`config.mk`:
```
export PLATFORM = sky130hd
export DESIGN_NAME = alloc_latency_monitor
export DESIGN_NICKNAME = d
export VERILOG_FILES = /design/src/hw/rtl/alm_pkg.sv /design/src/hw/rtl/alm_cfg_regs.sv /design/src/hw/rtl/alm_class_stats.sv /design/src/hw/rtl/alm_event_class.sv /design/src/hw/rtl/alloc_latency_monitor.sv
export SDC_FILE = /design/constraint.sdc
export NUM_CORES = 1
export LEC_CHECK = 0
export BUFFER_PORTS_ARGS = -buffer_cell sky130_fd_sc_hd__buf_2
export CELL_PAD_IN_SITES_DETAIL_PLACEMENT = 0
export CELL_PAD_IN_SITES_GLOBAL_PLACEMENT = 1
export CORE_MARGIN = 8
export CORE_UTILIZATION = 51
export CTS_BUF_LIST = sky130_fd_sc_hd__clkbuf_2
export CTS_CLUSTER_DIAMETER = 80
export DETAILED_ROUTE_END_ITERATION = 6
export PLACE_DENSITY = 0.89
export SETUP_SLACK_MARGIN = 0.15
export SLEW_MARGIN = 5
export SYNTH_ARGS = -nofsm -noshare
export SYNTH_HDL_FRONTEND = slang
export SYNTH_HIERARCHICAL = 1
export SYNTH_SLANG_ARGS = --single-unit
export TNS_END_PERCENT = 1
```
`constraint.sdc`:
```
create_clock -name clk -period 5.7 [get_ports clk]
set_clock_uncertainty 0.1 [all_clocks]
set_input_delay 0.855 -clock clk [delete_from_list [all_inputs] [get_ports clk]]
set_output_delay 0.855 -clock clk [all_outputs]
set_load 0.01 [all_outputs]
```
`src/hw/rtl/alm_pkg.sv`:
```
// Shared types, widths and register codes for the allocation latency monitor.
package alm_pkg;

	localparam int WAIT_WIDTH  = 32;
	localparam int COUNT_WIDTH = 32;
	localparam int THR_WIDTH   = 31;
	localparam int CMP_WIDTH   = (WAIT_WIDTH > THR_WIDTH) ? WAIT_WIDTH : THR_WIDTH;
	localparam int FIELD_WIDTH = 32;
	localparam int ORDER_WIDTH = 4;
	localparam int ADDR_WIDTH  = 3;

	typedef enum logic [ADDR_WIDTH-1:0] {
		REG_MONITOR_EN  = 3'd0,
		REG_LOG_EN      = 3'd1,
		REG_TRIGGER_EN  = 3'd2,
		REG_HIGH_THR    = 3'd3,
		REG_LOW_THR     = 3'd4,
		REG_LOG_THR     = 3'd5,
		REG_TRIGGER_THR = 3'd6
	} reg_idx_t;

	typedef struct packed {
		logic                 monitor_en;
		logic                 log_en;
		logic                 trigger_en;
		logic [THR_WIDTH-1:0] high_thr;
		logic [THR_WIDTH-1:0] low_thr;
		logic [THR_WIDTH-1:0] log_thr;
		logic [THR_WIDTH-1:0] trigger_thr;
	} cfg_t;

	typedef struct packed {
		logic update;
		logic is_high;
		logic is_low;
	} class_ev_t;

endpackage

```
`src/hw/rtl/alm_cfg_regs.sv`:
```
// Configuration register file of the allocation latency monitor.
module alm_cfg_regs
	import alm_pkg::*;
(
	input  logic                  clk,
	input  logic                  arst_n,
	input  logic                  cfg_we,
	input  logic [ADDR_WIDTH-1:0] cfg_addr,
	input  logic [THR_WIDTH-1:0]  cfg_wdata,
	output cfg_t                  cfg
);

	cfg_t cfg_q;

	always_ff @(posedge clk or negedge arst_n) begin
		if (!arst_n) begin
			cfg_q.monitor_en  <= 1'b0;
			cfg_q.log_en      <= 1'b0;
			cfg_q.trigger_en  <= 1'b0;
			cfg_q.high_thr    <= THR_WIDTH'(500);
			cfg_q.low_thr     <= THR_WIDTH'(100);
			cfg_q.log_thr     <= THR_WIDTH'(1000);
			cfg_q.trigger_thr <= THR_WIDTH'(10000);
		end else if (cfg_we) begin
			case (reg_idx_t'(cfg_addr))
				REG_MONITOR_EN:  cfg_q.monitor_en  <= cfg_wdata[0];
				REG_LOG_EN:      cfg_q.log_en      <= cfg_wdata[0];
				REG_TRIGGER_EN:  cfg_q.trigger_en  <= cfg_wdata[0];
				REG_HIGH_THR:    cfg_q.high_thr    <= cfg_wdata;
				REG_LOW_THR:     cfg_q.low_thr     <= cfg_wdata;
				REG_LOG_THR:     cfg_q.log_thr     <= cfg_wdata;
				REG_TRIGGER_THR: cfg_q.trigger_thr <= cfg_wdata;
				default: ;
			endcase
		end
	end

	assign cfg = cfg_q;

endmodule

```
`src/hw/rtl/alm_class_stats.sv`:
```
// Peak wait and saturating high/low counters for one event class.
module alm_class_stats
	import alm_pkg::*;
(
	input  logic                   clk,
	input  logic                   arst_n,
	input  class_ev_t              ev,
	input  logic [WAIT_WIDTH-1:0]  wait_ms,
	output logic [WAIT_WIDTH-1:0]  peak,
	output logic [COUNT_WIDTH-1:0] high_total,
	output logic [COUNT_WIDTH-1:0] low_cnt
);

	logic [WAIT_WIDTH-1:0]  peak_q;
	logic [COUNT_WIDTH-1:0] high_q;
	logic [COUNT_WIDTH-1:0] low_q;
	logic                   new_peak;

	assign new_peak = ev.update && (wait_ms > peak_q);

	always_ff @(posedge clk or negedge arst_n) begin
		if (!arst_n) begin
			peak_q <= '0;
			high_q <= '0;
			low_q  <= '0;
		end else begin
			if (new_peak)
				peak_q <= wait_ms;
			if (ev.update && ev.is_high && (high_q != '1))
				high_q <= high_q + COUNT_WIDTH'(1);
			if (ev.update && ev.is_low && (low_q != '1))
				low_q <= low_q + COUNT_WIDTH'(1);
		end
	end

	assign peak       = peak_q;
	assign high_total = high_q;
	assign low_cnt    = low_q;

endmodule

```
`src/hw/rtl/alm_event_class.sv`:
```
// Threshold compare of one registered request into high, low, log and trigger.
module alm_event_class
	import alm_pkg::*;
(
	input  cfg_t                  cfg,
	input  logic [WAIT_WIDTH-1:0] wait_ms,
	output logic                  is_high,
	output logic                  is_low,
	output logic                  log_hit,
	output logic                  trig_hit
);

	logic [CMP_WIDTH-1:0] w_ext;

	assign w_ext    = CMP_WIDTH'(wait_ms);
	assign is_high  = w_ext >= CMP_WIDTH'(cfg.high_thr);
	assign is_low   = !is_high && (w_ext >= CMP_WIDTH'(cfg.low_thr));
	assign log_hit  = is_high && cfg.log_en && (w_ext >= CMP_WIDTH'(cfg.log_thr));
	assign trig_hit = is_high && cfg.trigger_en && (w_ext >= CMP_WIDTH'(cfg.trigger_thr));

endmodule

```
`src/hw/rtl/alloc_latency_monitor.sv`:
```
// Top level of the allocation latency monitor.
//
//   channel   dir  data                                  user
//   s_*       in   wait_time_ms, page_order, zero pad    urgent_task, foreground_task
//   m_*       out  statistics after the request          log_event, trigger_event
//   cfg_*     in   register index, write data            -
//
// One request a cycle while the output is not stalled by m_tready; a request waits
// in the input register, then updates statistics and flag registers in the same edge.
// Statistics registers double as the result register: they change only when a
// new result is loaded, so they hold while the result waits for m_tready.
// Reset clears statistics, valid bits and enables and loads the default thresholds.
module alloc_latency_monitor
	import alm_pkg::*;
(
	input  logic                  clk,
	input  logic                  arst_n,
	input  logic                  s_tvalid,
	output logic                  s_tready,
	// [31:0] wait_time_ms, [35:32] page_order, [39:36] zero
	input  logic [39:0]           s_tdata,
	// [0] urgent_task, [1] foreground_task
	input  logic [1:0]            s_tuser,
	output logic                  m_tvalid,
	input  logic                  m_tready,
	// [31:0] all_max_ms, [35:32] all_max_order, [67:36] all_high_count,
	// [99:68] all_low_count, [131:100] urgent_max_ms, [163:132] urgent_high_count,
	// [195:164] urgent_low_count, [227:196] fore_max_ms, [259:228] fore_high_count,
	// [291:260] fore_low_count, [295:292] zero
	output logic [295:0]          m_tdata,
	// [0] log_event, [1] trigger_event
	output logic [1:0]            m_tuser,
	input  logic                  cfg_we,
	input  logic [ADDR_WIDTH-1:0] cfg_addr,
	input  logic [THR_WIDTH-1:0]  cfg_wdata
);

	cfg_t                   cfg;
	logic                   v_s1;
	logic [WAIT_WIDTH-1:0]  wait_s1;
	logic [ORDER_WIDTH-1:0] order_s1;
	logic                   urg_s1;
	logic                   fore_s1;
	logic                   adv;
	logic                   out_valid_q;
	logic                   log_q;
	logic                   trig_q;
	logic [ORDER_WIDTH-1:0] order_q;
	logic                   is_high;
	logic                   is_low;
	logic                   log_hit;
	logic                   trig_hit;
	logic                   upd;
	class_ev_t              ev_all;
	class_ev_t              ev_urg;
	class_ev_t              ev_fore;
	logic                   all_new_peak;
	logic [WAIT_WIDTH-1:0]  all_peak;
	logic [WAIT_WIDTH-1:0]  urg_peak;
	logic [WAIT_WIDTH-1:0]  fore_peak;
	logic [COUNT_WIDTH-1:0] all_hi;
	logic [COUNT_WIDTH-1:0] all_lo;
	logic [COUNT_WIDTH-1:0] urg_hi;
	logic [COUNT_WIDTH-1:0] urg_lo;
	logic [COUNT_WIDTH-1:0] fore_hi;
	logic [COUNT_WIDTH-1:0] fore_lo;

	alm_cfg_regs u_cfg (
		.clk       (clk),
		.arst_n    (arst_n),
		.cfg_we    (cfg_we),
		.cfg_addr  (cfg_addr),
		.cfg_wdata (cfg_wdata),
		.cfg       (cfg)
	);

	assign adv      = v_s1 && (!out_valid_q || m_tready);
	assign s_tready = !v_s1 || adv;

	always_ff @(posedge clk or negedge arst_n) begin
		if (!arst_n)
			v_s1 <= 1'b0;
		else if (s_tready)
			v_s1 <= s_tvalid;
	end

	always_ff @(posedge clk) begin
		if (s_tvalid && s_tready) begin
			wait_s1  <= WAIT_WIDTH'(s_tdata[31:0]);
			order_s1 <= s_tdata[35:32];
			urg_s1   <= s_tuser[0];
			fore_s1  <= s_tuser[1];
		end
	end

	alm_event_class u_class (
		.cfg      (cfg),
		.wait_ms  (wait_s1),
		.is_high  (is_high),
		.is_low   (is_low),
		.log_hit  (log_hit),
		.trig_hit (trig_hit)
	);

	assign upd     = adv && cfg.monitor_en;
	assign ev_all  = '{update: upd, is_high: is_high, is_low: is_low};
	assign ev_urg  = '{update: upd && urg_s1, is_high: is_high, is_low: is_low};
	assign ev_fore = '{update: upd && fore_s1, is_high: is_high, is_low: is_low};

	assign all_new_peak = upd && (wait_s1 > all_peak);

	alm_class_stats u_all (
		.clk        (clk),
		.arst_n     (arst_n),
		.ev         (ev_all),
		.wait_ms    (wait_s1),
		.peak       (all_peak),
		.high_total (all_hi),
		.low_cnt    (all_lo)
	);

	alm_class_stats u_urg (
		.clk        (clk),
		.arst_n     (arst_n),
		.ev         (ev_urg),
		.wait_ms    (wait_s1),
		.peak       (urg_peak),
		.high_total (urg_hi),
		.low_cnt    (urg_lo)
	);

	alm_class_stats u_fore (
		.clk        (clk),
		.arst_n     (arst_n),
		.ev         (ev_fore),
		.wait_ms    (wait_s1),
		.peak       (fore_peak),
		.high_total (fore_hi),
		.low_cnt    (fore_lo)
	);

	always_ff @(posedge clk or negedge arst_n) begin
		if (!arst_n) begin
			out_valid_q <= 1'b0;
			log_q       <= 1'b0;
			trig_q      <= 1'b0;
			order_q     <= '0;
		end else begin
			if (adv) begin
				out_valid_q <= 1'b1;
				log_q       <= upd && log_hit;
				trig_q      <= upd && trig_hit;
			end else if (m_tready)
				out_valid_q <= 1'b0;
			if (all_new_peak)
				order_q <= order_s1;
		end
	end

	assign m_tvalid = out_valid_q;
	assign m_tuser  = {trig_q, log_q};
	assign m_tdata  = {
		4'd0,
		FIELD_WIDTH'(fore_lo),
		FIELD_WIDTH'(fore_hi),
		FIELD_WIDTH'(fore_peak),
		FIELD_WIDTH'(urg_lo),
		FIELD_WIDTH'(urg_hi),
		FIELD_WIDTH'(urg_peak),
		FIELD_WIDTH'(all_lo),
		FIELD_WIDTH'(all_hi),
		order_q,
		FIELD_WIDTH'(all_peak)
	};

endmodule
```
# Yosys cells after proc, flatten, opt, wreduce, memory -nomap -nowiden
# Index checks and enable logic that the tools add are counted.
[word_totals]
in_bits = 81
wordCells = 93
out_inout_bits = 300
regBits = 461
[op_classes]
add_sub_neg = 6
order_cmp = 7
n_reduce_logical = 41
muxes = 2
eq_ne = 12
[op_table]
columns = ["cell", "count"]
rows = [
  ["32-bit by 1-bit adder with 32-bit output (second input constant)", 6],
  ["32-bit inequality test (second input constant)", 6],
  ["32-bit by 31-bit >= comparator with 1-bit output", 4],
  ["32-bit > comparator", 3],
  ["1-bit logical AND", 27],
  ["2-bit AND reduction", 7],
  ["3-bit == test (second input constant)", 3],
  ["3-bit by 2-bit == test with 1-bit output (second input constant)", 2],
  ["3-bit by 1-bit == test with 1-bit output (second input constant)", 1],
  ["1-bit zero test", 3],
  ["3-bit zero test", 1],
  ["1-bit logical OR", 2],
  ["1-bit two-way mux", 2],
  ["2-bit nonzero test", 1],
]

# Logic depth before layout (Yosys ltp)
[depth]
ltp_word = 7
depth_mapped = 15
ltp_nobuf = 15

# Cells and area by module
# The synthesis kept the hierarchy.
[modules_own_cells]
columns = ["module", "area_per_inst_um2", "seq_area_each_um2", "instances", "cells_each"]
rows = [
  ["alm_class_stats", 5167.5, 2402.3, 3, 456],
  ["alm_cfg_regs", 4783.3, 3203.1, 1, 273],
  ["alm_event_class", 3061.7, 0.0, 1, 427],
  ["alloc_latency_monitor", 2367.3, 1341.3, 1, 186],
]

# Least setup slack after synthesis
# Ideal clock, no wire load.
[synth_path]
path_type = "reg-to-reg"
start = "register wait_s1[27]"
end = "register u_all.low_q[15], in the netlist u_all/low_cnt[15]"
path_slack_ns = 2.054
t_arrival_ns = 3.420
n_path_buf = 0
setup_ns = 0.126
stages_incl_launch_ff = 13
path_cell_list = "edfxtp_1 -> ha_1 -> nor2b_1 -> nand4_1 -> or4_1 -> or4_1 -> a31oi_1 -> o31a_2 -> nand2_1 -> a41oi_2 -> and3_1 -> nand3_1 -> xnor2_1"
[synth_lines]
columns = ["element", "line_no", "rtl"]
rows = [
  ["from (decl)", "alloc_latency_monitor.sv:40", "logic [WAIT_WIDTH-1:0] wait_s1;"],
  ["from (signal assigned)", "alloc_latency_monitor.sv:89", "wait_s1 <= WAIT_WIDTH'(s_tdata[31:0]);"],
  ["to (signal assigned)", "alm_class_stats.sv:32", "low_q <= low_q + COUNT_WIDTH'(1);"],
  ["to (decl)", "alm_class_stats.sv:16", "logic [COUNT_WIDTH-1:0] low_q;"],
]

==> metrics.yaml <==
reg2reg_to: "u_urg/low_cnt[11]$_DFFE_PN0P_"
hpwl_mm: 50.9
netlist_top_cells_area: "dfrtp_1 (39%), ha_1 (13%), mux2_2 (6.0%)"
clockBufferDepth: 3
crit_path_top_delay_cell: "edfxtp_1"
tns_ps: 0
power.switching_w: 0.00392
syn_area_um2: 25700
cts.reportedPaths.clkPinSlew_ps: 110
ys_warn_count: 6
async_reset_ff_share_pct: 91.8
nFillCells: 4159
rsz0062_at_grt: "no"
dieWidth_um: 241
hold_slack_ps: 226
die_y_um: 241
power_frac_comb_pct: 35.3
worstSetupPathType: "reg2reg"
dieArea_um2: 57900
startpoint_type: "flip-flop"
crit_buf_inv: 1
place_congestion: 0.877
finalHoldViolations: 0
worstPathRequired_ps: 6620
min_period_over_period_pct: 80.4
core_area_um2: 50000
port_buffers: 372
power_frac_seq_pct: 42.9
yosysTopAreaCell: "dfrtp_1"
cts_htree_levels: 3
drt_first_pass_iters: 5
r2r_setup_slack_ps: 1120
grt_max_degree: 167
synth_edf_count: 38
num_vias: 19200
syn_area_per_cell_um2: 11.4
ys_ff_latch: 461
numCtsBuffers: 121
cts_root_buffer: "clkbuf_2"
grt_pass1_vias: 20000
arrival_ps: 5510
synth-seq-area-share_pct: 45.7
cp_cell_sequence: "inv_1, ha_1, nand2b_1, a21oi_1, o21ai_0, a311o_1, a211o_1, a21oi_1, o31a_2, nand2_1, a41oi_2, nand2_1, nor3_1, xor2_1"
synth_ff_type: "dfrtp_1"
synthTopCellsByCount: "dfrtp_1 (403), inv_1 (279), ha_1 (258), mux2_2 (138), nand2_1 (123)"
timing.rr.start: "wait_s1[0]$_DFFE_PP_"
grt_overflow_total: 0
synth.most_common_cell: "dfrtp_1"
drc: 0
vdd_drop_max_v: 0.000172
ant_nets: 0
intPower_w: 0.00670
setup_viol: 0
p_per_area_nw_per_um2: 353
num_rows: 82
start_util_pct: 51.5
p_clk_share_pct: 21.8
r2r_cells: 14
drt_iter0_markers: 876
ios: 381
routedWlPerCell_um: 19.1
max_freq_mhz: 218
synth_cells: 2254
end_kind: "flip-flop"
vias_per_cell: 5.36
maxSlewViolCount: 0
slew_headroom_pct: 37.2
grt_pass1_wl_mm: 107
clock_latency_ps: 1140
power_w: 0.0106
layout-drive-gt1-share_pct: 30.0
worstMarginPinSlew_ps: 941
critPathMaxStageDelay_ps: 580
cellLeakagePower_nw: 15.8
totalWireLength_mm: 68.4
worstHoldPathType: "in2async"
layout.nets: 3151
status: "finished, final reports clean"
cts_tree: "yes"
cts.sinks: 461
area_growth_pct: 17.1
synth_top_area_share_pct: 39.2
synth.distinct_cells: 72
drv_cap: 0
fin_crit_ps: 4580
track_usage_pct: 23.2
swShare_pct: 36.9
cp_max_fo: 12
antenna_found_initial: 1
crit_family: "compound AO/OA/AOI/OAI gates"
## metal layers
layer	share of wire (%)	global-route usage [%]
met5	0	0
met4	3.2	9.85
met3	6.4	5.39
met2	49	38.9
met1	42	28.5
## worst max path at each step
| stage | from | end | slack, ps | depth (start not counted) |
|---|---|---|---|---|
| global route | wait_s1[0]$_DFFE_PP_ | u_urg/low_cnt[11]$_DFFE_PN0P_ | 870 | 14 |
| detailed placement | wait_s1[25]$_DFFE_PP_ | u_urg/low_cnt[11]$_DFFE_PN0P_ | 1200 | 11 |
| floorplan | wait_s1[27]$_DFFE_PP_ | u_all/low_cnt[15]$_DFFE_PN0P_ | 2050 | 12 |
| finish | wait_s1[0]$_DFFE_PP_ | u_urg/low_cnt[11]$_DFFE_PN0P_ | 1120 | 14 |
| global placement | wait_s1[0]$_DFFE_PP_ | u_urg/low_cnt[15]$_DFFE_PN0P_ | 1220 | 14 |
| CTS | wait_s1[29]$_DFFE_PP_ | u_urg/low_cnt[11]$_DFFE_PN0P_ | 1170 | 11 |
## power by group through the flow
| stage | Sequential (W) | Clock [W] | Combinational (W) |
|---|---|---|---|
| 2_1_floorplan | 0.00465 | 0 | 0.00225 |
| 3_3_place_gp | 0.00459 | 0 | 0.00354 |
| 3_5_place_dp | 0.00463 | 0 | 0.00372 |
| 4_1_cts | 0.00456 | 0.00241 | 0.00378 |
| 5_1_grt | 0.00465 | 0.00258 | 0.00417 |
| 6_report | 0.00456 | 0.00231 | 0.00375 |
## cell usage in the layout, fill, tap and decap left out, types with 6 or more instances in the layout
cell	count
clkinv_2	6
dfstp_2	20
or3_1	10
xnor2_1	114
and2_1	14
a21o_1	28
edfxtp_1	38
xor2_1	72
nand2b_1	10
nor3_1	42
clkinv_1	27
nor4_1	7
or4_1	8
dlygate4sd3_1	77
nand3_1	99
buf_2	371
inv_1	279
clkbuf_2	180
nand4_1	82
a211oi_1	8
or3_4	6
o21ai_0	32
and3_1	32
buf_4	20
ha_1	258
nor2b_1	21
nand2_1	123
dfrtp_1	403
o21a_1	13
nor2_1	67
mux2_2	138
and4_1	19
mux2_4	90
nand4b_1	7
a21oi_1	87
## sequential cells by signal, summed over array words and instances (netlist names), 4 cells and up
| register | count |
|---|---|
| u_cfg/cfg | 127 |
| u_all/high_total | 32 |
| u_all/low_cnt | 32 |
| u_all/peak | 32 |
| u_fore/high_total | 32 |
| u_fore/low_cnt | 32 |
| u_fore/peak | 32 |
| u_urg/high_total | 32 |
| u_urg/low_cnt | 32 |
| u_urg/peak | 32 |
| wait_s1 | 32 |
| order_q | 4 |
| order_s1 | 4 |
## worst reg2reg max path: stages, from the launching register on
cell,delay [ps]
edfxtp_1,580
inv_1,180
ha_1,290
nand2b_1,140
a21oi_1,160
o21ai_0,150
a311o_1,400
a211o_1,360
a21oi_1,370
o31a_2,470
nand2_1,190
a41oi_2,460
nand2_1,240
nor3_1,240
xor2_1,180
## layout make-up
cell class	count	area, um^2	share of cell area, %
antenna	2	5.00	0.0166
clock buffer	180	901	2.99
clock inverter	37	199	0.660
inverter	279	1050	3.48
multi-input combinational	1478	12500	41.6
sequential	461	11800	39.0
tap	672	841	2.79
timing repair buffer	471	2830	9.40
## what timing repair did
item	in CTS	in global routing
hold endpoints to repair	247	0
resized for setup	0	0
buffers inserted	0	0
hold buffers	77	0
## per-stage QoR
step / worst slack (ps) / instances / area (um^2) / util, %
2_1_floorplan: 2050 / 2257 / 25700 / -
3_3_place_gp: 1220 / 3284 / 28200 / 56.5
3_5_place_dp: 1200 / 3284 / 28200 / 56.5
4_1_cts: 1170 / 3578 / 30100 / 60.3
5_1_grt: 874 / 3579 / 30100 / 60.3
6_report: 1120 / 3580 / 30100 / 60.3
## logic make-up (layout without fill, tap and decap cells)
group           count (synthesis)  after routing  synth area share (%)
compound gates                227            227                  6.18
xor+xnor                      186            186                  6.34
fa+ha+maj                     258            258                  12.6
buf+inv                       318            967                  5.56
flops                         461            461                  45.7
mux                           233            233                  11.5
other cells                     1              6                0.0146
simple gates                  570            570                  12.1
(Power assumes the default switching activity.)
